<file path="config.mk">
export PLATFORM = sky130hd
export DESIGN_NAME = refcounted_page_bump_allocator_core
export DESIGN_NICKNAME = d
export VERILOG_FILES = /design/src/hdl/rpba_pkg.sv /design/src/hdl/refcounted_page_bump_allocator_core.sv /design/src/hdl/rpba_ram.sv
export SDC_FILE = /design/constraint.sdc
export NUM_CORES = 2
export LEC_CHECK = 0
export BUFFER_PORTS_ARGS = -buffer_cell sky130_fd_sc_hd__buf_4
export CORE_UTILIZATION = 42
export CTS_CLUSTER_SIZE = 10
export DETAILED_ROUTE_END_ITERATION = 7
export PLACE_DENSITY_LB_ADDON = 0.08
export SYNTH_ARGS = -nofsm -noshare
export SYNTH_HDL_FRONTEND = slang
export SYNTH_SLANG_ARGS = --single-unit
</file>
<file path="constraint.sdc">
create_clock -name aclk -period 11.9 [get_ports aclk]
set_input_delay 0.595 -clock aclk [delete_from_list [all_inputs] [get_ports aclk]]
set_output_delay 0.595 -clock aclk [all_outputs]
set_load 0.03 [all_outputs]
</file>
<file path="src/hdl/rpba_pkg.sv">
package rpba_pkg;

    localparam int DEF_MAX_PAGES   = 16;
    localparam int DEF_QUEUE_DEPTH = 32;
    localparam logic [31:0] MIN_PAGE_RESET = 32'd65536;

    localparam logic [1:0] KIND_ALLOC    = 2'd0;
    localparam logic [1:0] KIND_SUBMIT   = 2'd1;
    localparam logic [1:0] KIND_COMPLETE = 2'd2;

    localparam logic [2:0] ST_OK       = 3'd0;
    localparam logic [2:0] ST_NO_SLOT  = 3'd1;
    localparam logic [2:0] ST_UNKNOWN  = 3'd2;
    localparam logic [2:0] ST_Q_FULL   = 3'd3;
    localparam logic [2:0] ST_TOO_BIG  = 3'd4;

    // result item as presented on the master side
    typedef struct packed {
        logic [5:0]  released_count;
        logic [47:0] fence_value;
        logic [31:0] data_offset;
        logic [31:0] offset_in_page;
        logic [3:0]  chosen_page;
        logic [2:0]  status;
    } rpba_result_t;

endpackage

</file>
<file path="src/hdl/refcounted_page_bump_allocator_core.sv">
// Staging-page sub-allocator. A request on the s_ side carries kind in tuser
// (0 allocate, 1 submit, 2 completion) and takes one result on the m_ side.
// Requests are handled one at a time by a small sequencer around one shared
// subtract/compare unit. An allocate request walks the open pages one per
// cycle (best fit, ties to the lowest page), then places and aligns the
// allocation and presents its result. A request that is too large answers
// from the scan, and one that finds no free slot answers from placement
// without aligning. A completion retires queue entries one at a time, each
// through a read, a compare and a drop, the queue being held in a
// registered-read RAM. s_tready is high only while the sequencer is idle and
// the result register is free, so the next request is accepted only after
// the result has been taken. No clearing pass is needed after reset.
module refcounted_page_bump_allocator_core import rpba_pkg::*; #(
    parameter int MAX_PAGES   = DEF_MAX_PAGES,
    parameter int QUEUE_DEPTH = DEF_QUEUE_DEPTH
) (
    input  logic         aclk,
    input  logic         aresetn,
    input  logic         cfg_we,
    input  logic [31:0]  cfg_wdata,
    input  logic         s_tvalid,
    output logic         s_tready,
    // tdata: alloc_size[31:0], align_log2[36:32], page_id[40:37],
    //        completed_fence[88:41], zero fill [95:89]
    input  logic [95:0]  s_tdata,
    // tuser: kind[1:0]
    input  logic [1:0]   s_tuser,
    output logic         m_tvalid,
    input  logic         m_tready,
    // tdata: status[2:0], chosen_page[6:3], offset_in_page[38:7],
    //        data_offset[70:39], fence_value[118:71], released_count[124:119],
    //        zero fill [127:125]
    output logic [127:0] m_tdata
);

    localparam int PW = (MAX_PAGES > 1) ? $clog2(MAX_PAGES) : 1;
    localparam int OW = $clog2(MAX_PAGES + 1);
    localparam int QW = (QUEUE_DEPTH > 1) ? $clog2(QUEUE_DEPTH) : 1;
    localparam int CW = $clog2(QUEUE_DEPTH + 1);

    localparam logic [3:0] S_IDLE   = 4'd0;
    localparam logic [3:0] S_SCAN   = 4'd1;
    localparam logic [3:0] S_PLACE  = 4'd2;
    localparam logic [3:0] S_ALIGN  = 4'd3;
    localparam logic [3:0] S_SUBMIT = 4'd4;
    localparam logic [3:0] S_QRD    = 4'd5;
    localparam logic [3:0] S_QCMP   = 4'd6;
    localparam logic [3:0] S_QDROP  = 4'd7;
    localparam logic [3:0] S_DONE   = 4'd8;

    logic [3:0]  state_reg, state_next;
    logic [31:0] min_page_reg;
    logic [OW-1:0] pages_open_reg;
    logic [47:0] last_fence_reg;
    logic [QW-1:0] head_reg;
    logic [CW-1:0] count_reg;

    logic [1:0]  kind_reg;
    logic [31:0] size_reg;
    logic [4:0]  alog_reg;
    logic [3:0]  pid_reg;
    logic [47:0] done_reg;
    logic [32:0] need_reg;
    logic [OW-1:0] idx_reg;
    logic        found_reg;
    logic [PW-1:0] best_reg;
    logic [31:0] best_rem_reg;
    logic [31:0] start_reg;
    logic [5:0]  rel_reg;

    logic [31:0] cap_reg  [MAX_PAGES];
    logic [31:0] fill_reg [MAX_PAGES];
    logic [15:0] refs_reg [MAX_PAGES];

    rpba_result_t res_reg;
    logic         m_valid_reg;

    // queue RAM: {page, fence}
    logic          q_we;
    logic [QW-1:0] q_waddr, q_raddr;
    logic [51:0]   q_wdata, q_rdata;

    rpba_ram #(.WIDTH(52), .DEPTH(QUEUE_DEPTH)) u_queue (
        .aclk (aclk), .we (q_we), .waddr (q_waddr), .wdata (q_wdata),
        .raddr (q_raddr), .rdata (q_rdata)
    );

    logic in_fire;
    assign s_tready = (state_reg == S_IDLE) && !m_valid_reg;
    assign in_fire  = s_tvalid && s_tready;
    assign m_tvalid = m_valid_reg;
    assign m_tdata  = {3'd0, res_reg};

    // shared unit: remaining space of the page under the scan index
    logic [PW-1:0] scan_p;
    logic [31:0]   rem;
    logic          fits;
    logic [31:0]   align_m1;
    logic [32:0]   aligned;
    assign scan_p   = idx_reg[PW-1:0];
    assign rem      = cap_reg[scan_p] - fill_reg[scan_p];
    assign fits     = {1'b0, rem} >= need_reg;
    assign align_m1 = 32'((33'd1 << alog_reg) - 33'd1);
    assign aligned  = ({1'b0, start_reg} + {1'b0, align_m1}) & ~{1'b0, align_m1};

    // queue tail: head plus count, wrapped once
    logic [CW:0]   tail_sum;
    logic [QW-1:0] tail;
    logic          pid_known;
    assign tail_sum  = (CW+1)'(head_reg) + (CW+1)'(count_reg);
    assign tail      = (tail_sum >= (CW+1)'(QUEUE_DEPTH))
                       ? QW'(tail_sum - (CW+1)'(QUEUE_DEPTH)) : QW'(tail_sum);
    assign pid_known = (32'(pid_reg) < 32'(pages_open_reg));
    assign q_raddr = head_reg;
    assign q_we    = (state_reg == S_SUBMIT) && pid_known &&
                     (count_reg < CW'(QUEUE_DEPTH));
    assign q_waddr = tail;
    assign q_wdata = {pid_reg, 48'(last_fence_reg + 48'd1)};

    logic [PW-1:0] qpage;
    assign qpage = PW'(q_rdata[51:48]);

    // sequencer
    always_comb begin
        state_next = state_reg;
        unique case (state_reg)
            S_IDLE:   if (in_fire) begin
                unique case (s_tuser)
                    KIND_ALLOC:    state_next = S_SCAN;
                    KIND_SUBMIT:   state_next = S_SUBMIT;
                    KIND_COMPLETE: state_next = S_QRD;
                    default:       state_next = S_DONE;
                endcase
            end
            S_SCAN:   if (need_reg[32]) state_next = S_DONE;
                      else if (idx_reg >= pages_open_reg) state_next = S_PLACE;
            S_PLACE:  state_next = (!found_reg && pages_open_reg >= OW'(MAX_PAGES))
                                   ? S_DONE : S_ALIGN;
            S_ALIGN:  state_next = S_DONE;
            S_SUBMIT: state_next = S_DONE;
            S_QRD:    state_next = (count_reg == '0) ? S_DONE : S_QCMP;
            S_QCMP:   state_next = (q_rdata[47:0] > done_reg) ? S_DONE : S_QDROP;
            S_QDROP:  state_next = S_QRD;
            S_DONE:   state_next = S_IDLE;
            default:  state_next = S_IDLE;
        endcase
    end

    always_ff @(posedge aclk) begin
        if (!aresetn) begin
            state_reg      <= S_IDLE;
            min_page_reg   <= MIN_PAGE_RESET;
            pages_open_reg <= '0;
            last_fence_reg <= '0;
            head_reg       <= '0;
            count_reg      <= '0;
            m_valid_reg    <= 1'b0;
        end else begin
            state_reg <= state_next;
            if (cfg_we) begin
                min_page_reg <= cfg_wdata;
            end
            if (m_valid_reg && m_tready) begin
                m_valid_reg <= 1'b0;
            end
            unique case (state_reg)
                S_IDLE: if (in_fire) begin
                    kind_reg  <= s_tuser;
                    size_reg  <= s_tdata[31:0];
                    alog_reg  <= s_tdata[36:32];
                    pid_reg   <= s_tdata[40:37];
                    done_reg  <= s_tdata[88:41];
                    need_reg  <= {1'b0, s_tdata[31:0]} + 33'((33'd1 << s_tdata[36:32]) - 33'd1);
                    idx_reg   <= '0;
                    found_reg <= 1'b0;
                    rel_reg   <= '0;
                    res_reg   <= '0;
                end
                S_SCAN: begin
                    // walk one open page per cycle, keep the tightest fit
                    if (need_reg[32]) begin
                        res_reg.status <= ST_TOO_BIG;
                    end else if (idx_reg < pages_open_reg) begin
                        if (fits && (!found_reg || rem < best_rem_reg)) begin
                            found_reg    <= 1'b1;
                            best_reg     <= scan_p;
                            best_rem_reg <= rem;
                        end
                        idx_reg <= idx_reg + OW'(1);
                    end
                end
                S_PLACE: begin
                    if (found_reg) begin
                        start_reg <= fill_reg[best_reg];
                    end else if (pages_open_reg >= OW'(MAX_PAGES)) begin
                        res_reg.status <= ST_NO_SLOT;
                    end else begin
                        // open a fresh page
                        best_reg <= PW'(pages_open_reg);
                        cap_reg[PW'(pages_open_reg)] <=
                            (need_reg[31:0] > min_page_reg) ? need_reg[31:0] : min_page_reg;
                        refs_reg[PW'(pages_open_reg)] <= '0;
                        start_reg <= '0;
                        pages_open_reg <= pages_open_reg + OW'(1);
                    end
                end
                S_ALIGN: begin
                    fill_reg[best_reg] <= aligned[31:0] + size_reg;
                    if (refs_reg[best_reg] != 16'hFFFF) begin
                        refs_reg[best_reg] <= refs_reg[best_reg] + 16'd1;
                    end
                    res_reg.chosen_page    <= 4'(best_reg);
                    res_reg.offset_in_page <= start_reg;
                    res_reg.data_offset    <= aligned[31:0];
                end
                S_SUBMIT: begin
                    if (!pid_known) begin
                        res_reg.status <= ST_UNKNOWN;
                    end else if (!q_we) begin
                        res_reg.status <= ST_Q_FULL;
                    end else begin
                        last_fence_reg       <= last_fence_reg + 48'd1;
                        count_reg            <= count_reg + CW'(1);
                        res_reg.fence_value  <= last_fence_reg + 48'd1;
                    end
                end
                S_QRD: ;
                S_QCMP: ;
                S_QDROP: begin
                    // retire the head entry and drop its page reference
                    if ({1'b0, qpage} < (PW+1)'(pages_open_reg) &&
                            refs_reg[qpage] != '0) begin
                        refs_reg[qpage] <= refs_reg[qpage] - 16'd1;
                        if (refs_reg[qpage] == 16'd1) begin
                            fill_reg[qpage] <= '0;
                        end
                    end
                    head_reg  <= (head_reg == QW'(QUEUE_DEPTH - 1)) ? '0
                                                                    : head_reg + QW'(1);
                    count_reg <= count_reg - CW'(1);
                    rel_reg   <= rel_reg + 6'd1;
                end
                S_DONE: begin
                    if (kind_reg == KIND_COMPLETE) begin
                        res_reg.released_count <= rel_reg;
                    end
                    m_valid_reg <= 1'b1;
                end
                default: ;
            endcase
        end
    end

`ifndef SYNTHESIS
    a_open_bound: assert property (@(posedge aclk) disable iff (!aresetn)
        pages_open_reg <= OW'(MAX_PAGES)) else $error("pages_open overflow");
    a_count_bound: assert property (@(posedge aclk) disable iff (!aresetn)
        count_reg <= CW'(QUEUE_DEPTH)) else $error("queue count overflow");
    a_ready_idle: assert property (@(posedge aclk) disable iff (!aresetn)
        s_tready |-> (state_reg == S_IDLE && !m_tvalid)) else $error("ready while busy");
    a_done_valid: assert property (@(posedge aclk) disable iff (!aresetn)
        (state_reg == S_DONE) |=> m_tvalid) else $error("result lost");
`endif

endmodule

</file>
<file path="src/hdl/rpba_ram.sv">
module rpba_ram import rpba_pkg::*; #(
    parameter int WIDTH = 8,
    parameter int DEPTH = 16
) (
    input  logic                     aclk,
    input  logic                     we,
    input  logic [$clog2(DEPTH)-1:0] waddr,
    input  logic [WIDTH-1:0]         wdata,
    input  logic [$clog2(DEPTH)-1:0] raddr,
    output logic [WIDTH-1:0]         rdata
);

    logic [WIDTH-1:0] mem [DEPTH];

    // write one entry, register the read
    always_ff @(posedge aclk) begin
        if (we) begin
            mem[waddr] <= wdata;
        end
        rdata <= mem[raddr];
    end

endmodule
</file>
==> metrics.cfg <==
[outcome]
status=finished clean

[sta]
setup_slack_ps=2608
hold_viol=0
fin_skew_ps=76.06
post-route-period-util_pct=78.08
finalSetupTns_ps=0
worst-slew-pin-transition_ps=1334
slew_headroom_pct=10.97
fmax_mhz=107.6
slew_viol_final=0
rsz0062_at_grt=false
min_period_ps=9292
hold_ws_ps=86.97
setup_viol=0

[clock_network]
cts_made_buffers=398
tritoncts=built
clock_sinks=3434
h-tree-depth=5
clkTransAtPathRegs_ps=60
cts_max_path_buffers=4
clkLatencyLatePin_ps=970
ctsResizeCount=0
clockRootBuffer=clkbuf_16

[drt]
wl_per_cell_um=32.22
avgViaCountPerCell=5.848
drtAntennaViolNets=0
vias=77392
drc=0
first_pass_iters=8
totalWireLength_mm=426.4
drt_iter0_drc=6927

[logic_synthesis]
synth_area_mm2=0.1476
synth.distinct_cells=84
synthArstFlopShare_pct=0
yosys.area.top_type=edfxtp_1
ys.flop_type=edfxtp_1
synth-seq-area-share_pct=68.79
yosys-mux-area-fraction_pct=18.62
synth_compound_area_share_pct=2.656
synth_top_area_share_pct=66.61
avgSynthCellArea_um2=19.13
ys_warn_count=0
synth_area_leaders=edfxtp_1 67%, mux4_2 18%, ha_1 2.8%
synthCells=7712
synthAdderAreaFrac_pct=2.922
synth_xor_area_share_pct=1.410
synth_top_family_by_area=multiplexers
synth_edf_count=3273
ys_ff_latch=3434
yosys.area_share.simple_pct=3.683

[power_and_ir_drop]
switching_share_pct=25.37
internal_power_uw=21560
p_total_uw=28890
p_switching_uw=7330
p_leak_uw=0.05520
p_per_area_mw_per_mm2=170.4
seq_power_share_pct=47.8
vdd_drop_max_uv=116.3
clkPwrFrac_pct=38.5
p_comb_share_pct=13.7

[grt]
gr-total-overflow=0
grt_usage_pct=23.98
grt_pass1_wl_mm=604.7
first_global_vias=81119
grt_max_degree=106
antenna_found_initial=16

[worst_setup_path]
required_ps=12480
crit_slowest_cell=o41ai_1
worstPathMaxFanout=24
r2r_start=alog_reg[3]
cp.arrival_ps=9870
reg2reg_to=fill_reg[2][30]
r2r_cells=26
rrSetupSlack_ps=2610
startpoint_type=register
cp-end-kind=register
path_buf_inv=2
criticalPathCategory=register to register
cp_top_family=compound AO/OA/AOI/OAI gates
slowest_delay_ps=860

[final_layout]
n_fill_cell=28800
drive_gt1_share_pct=27.21
syn2layout_area_growth_pct=14.87
final_area_mm2=0.1695
largest_reg_flops=1664
final_nets=8836

[floorplanning]
die-height_um=594.7
die_area_mm2=0.3537
num_rows=217
die_x_um=594.7
coreArea_mm2=0.3494
pin_count=265
initial_core_util_pct=42.23

[hold_path]
hp-start=s_tdata[35]
hp-class=input port to register
min_to=alog_reg[3]
worstHoldPathCells=1

[placement]
pre_cts_ws_ps=2831
placed_area_mm2=0.1567
io_buffers=254
hpwl_mm=250.1
gp_congestion=0.8414

[flow_run]
max_cap_violations=0

placed cells by master, fill, tap and decap left out, types with 73 or more instances in the layout:
master            n
edfxtp_1       3273
mux4_2         1160
buf_4           477
clkbuf_16       401
inv_1           358
ha_1            335
nor2_1          246
nand2_1         217
clkbuf_1        205
a21oi_1         174
and2_1          150
dfxtp_1         145
dlygate4sd3_1   121
a21o_1          119
o21ai_0         104
xnor2_1         101
xor2_1           89
nand3_1          73
power groups by stage:
stage	clock network [µW]	registers, µW	logic [µW]
6_report	11100	13800	3950
5_1_grt	11800	13800	4320
4_1_cts	11400	13800	4000
3_5_place_dp	0	14100	3950
3_3_place_gp	0	14100	3890
2_1_floorplan	0	14000	2590
repair_timing:
| item | 4_1_cts | 5_1_grt |
|---|---|---|
| hold buffers | 121 | 0 |
| buffers inserted | 0 | 0 |
| hold endpoints to repair | 120 | 0 |
kinds of logic (layout without fill, tap and decap cells):
kind of cell,count (synthesis),in the layout
buffers and inverters,718,1633
adder cells (fa/ha/maj),341,341
XOR/XNOR,236,236
flip-flops,3434,3434
other,1,8
multiplexers,1287,1287
AO/OA/AOI/OAI,611,611
AND/OR/NAND/NOR,1084,1084
how the worst max path moves through the flow:
stage	from	endpoint	slack [ps]	cells after the start
6_report	alog_reg[3]	fill_reg[2][30]	2610	26
5_1_grt	alog_reg[3]	fill_reg[2][30]	1850	26
4_1_cts	alog_reg[3]	fill_reg[2][30]	2720	26
3_5_place_dp	alog_reg[3]	fill_reg[14][30]	2830	26
3_3_place_gp	alog_reg[3]	fill_reg[14][30]	2980	26
2_1_floorplan	register	best_rem_reg[0]	3550	25
Yosys cell counts (52+ instances only):
cell type,n
o21ai_0,105
mux2_2,63
mux4_2,1160
a21oi_1,180
a21o_1,119
mux2i_1,64
xnor2_1,118
ha_1,335
nor3_1,57
nor2_1,309
xor2_1,117
inv_1,360
clkbuf_1,237
nand2_1,217
nand4_1,52
edfxtp_1,3273
buf_1,77
dfxtp_1,161
nand3_1,73
and2_1,150
metal layers:
metal  GRT usage, %  share of wire [%]  wire [µm]
met5              0             0.0040         17
met4          7.398                3.2      13620
met3          2.472                4.2      18120
met2          42.31                 52     221500
met1          31.25                 41     173200
layout make-up:
| type | count | area, µm² | area share [%] |
|---|---|---|---|
| flip-flops and latches | 3434 | 101600 | 59.92 |
| multi-input cells | 3562 | 44390 | 26.19 |
| clock buffers | 612 | 10890 | 6.423 |
| well taps | 4599 | 5754 | 3.395 |
| repair buffers | 604 | 4912 | 2.898 |
| inverters | 360 | 1354 | 0.7987 |
| clock inverters | 57 | 623.1 | 0.3676 |
| diodes | 5 | 12.51 | 0.007382 |
stage by stage:
stage | std cells | utilization, %
final | 13233 | 48.50
after global routing | 13232 | 48.50
after CTS | 13227 | 48.49
after detailed placement | 12437 | 44.85
after global placement | 12437 | 44.85
after floorplan | 7714 | -
(Power assumes the default switching activity.)
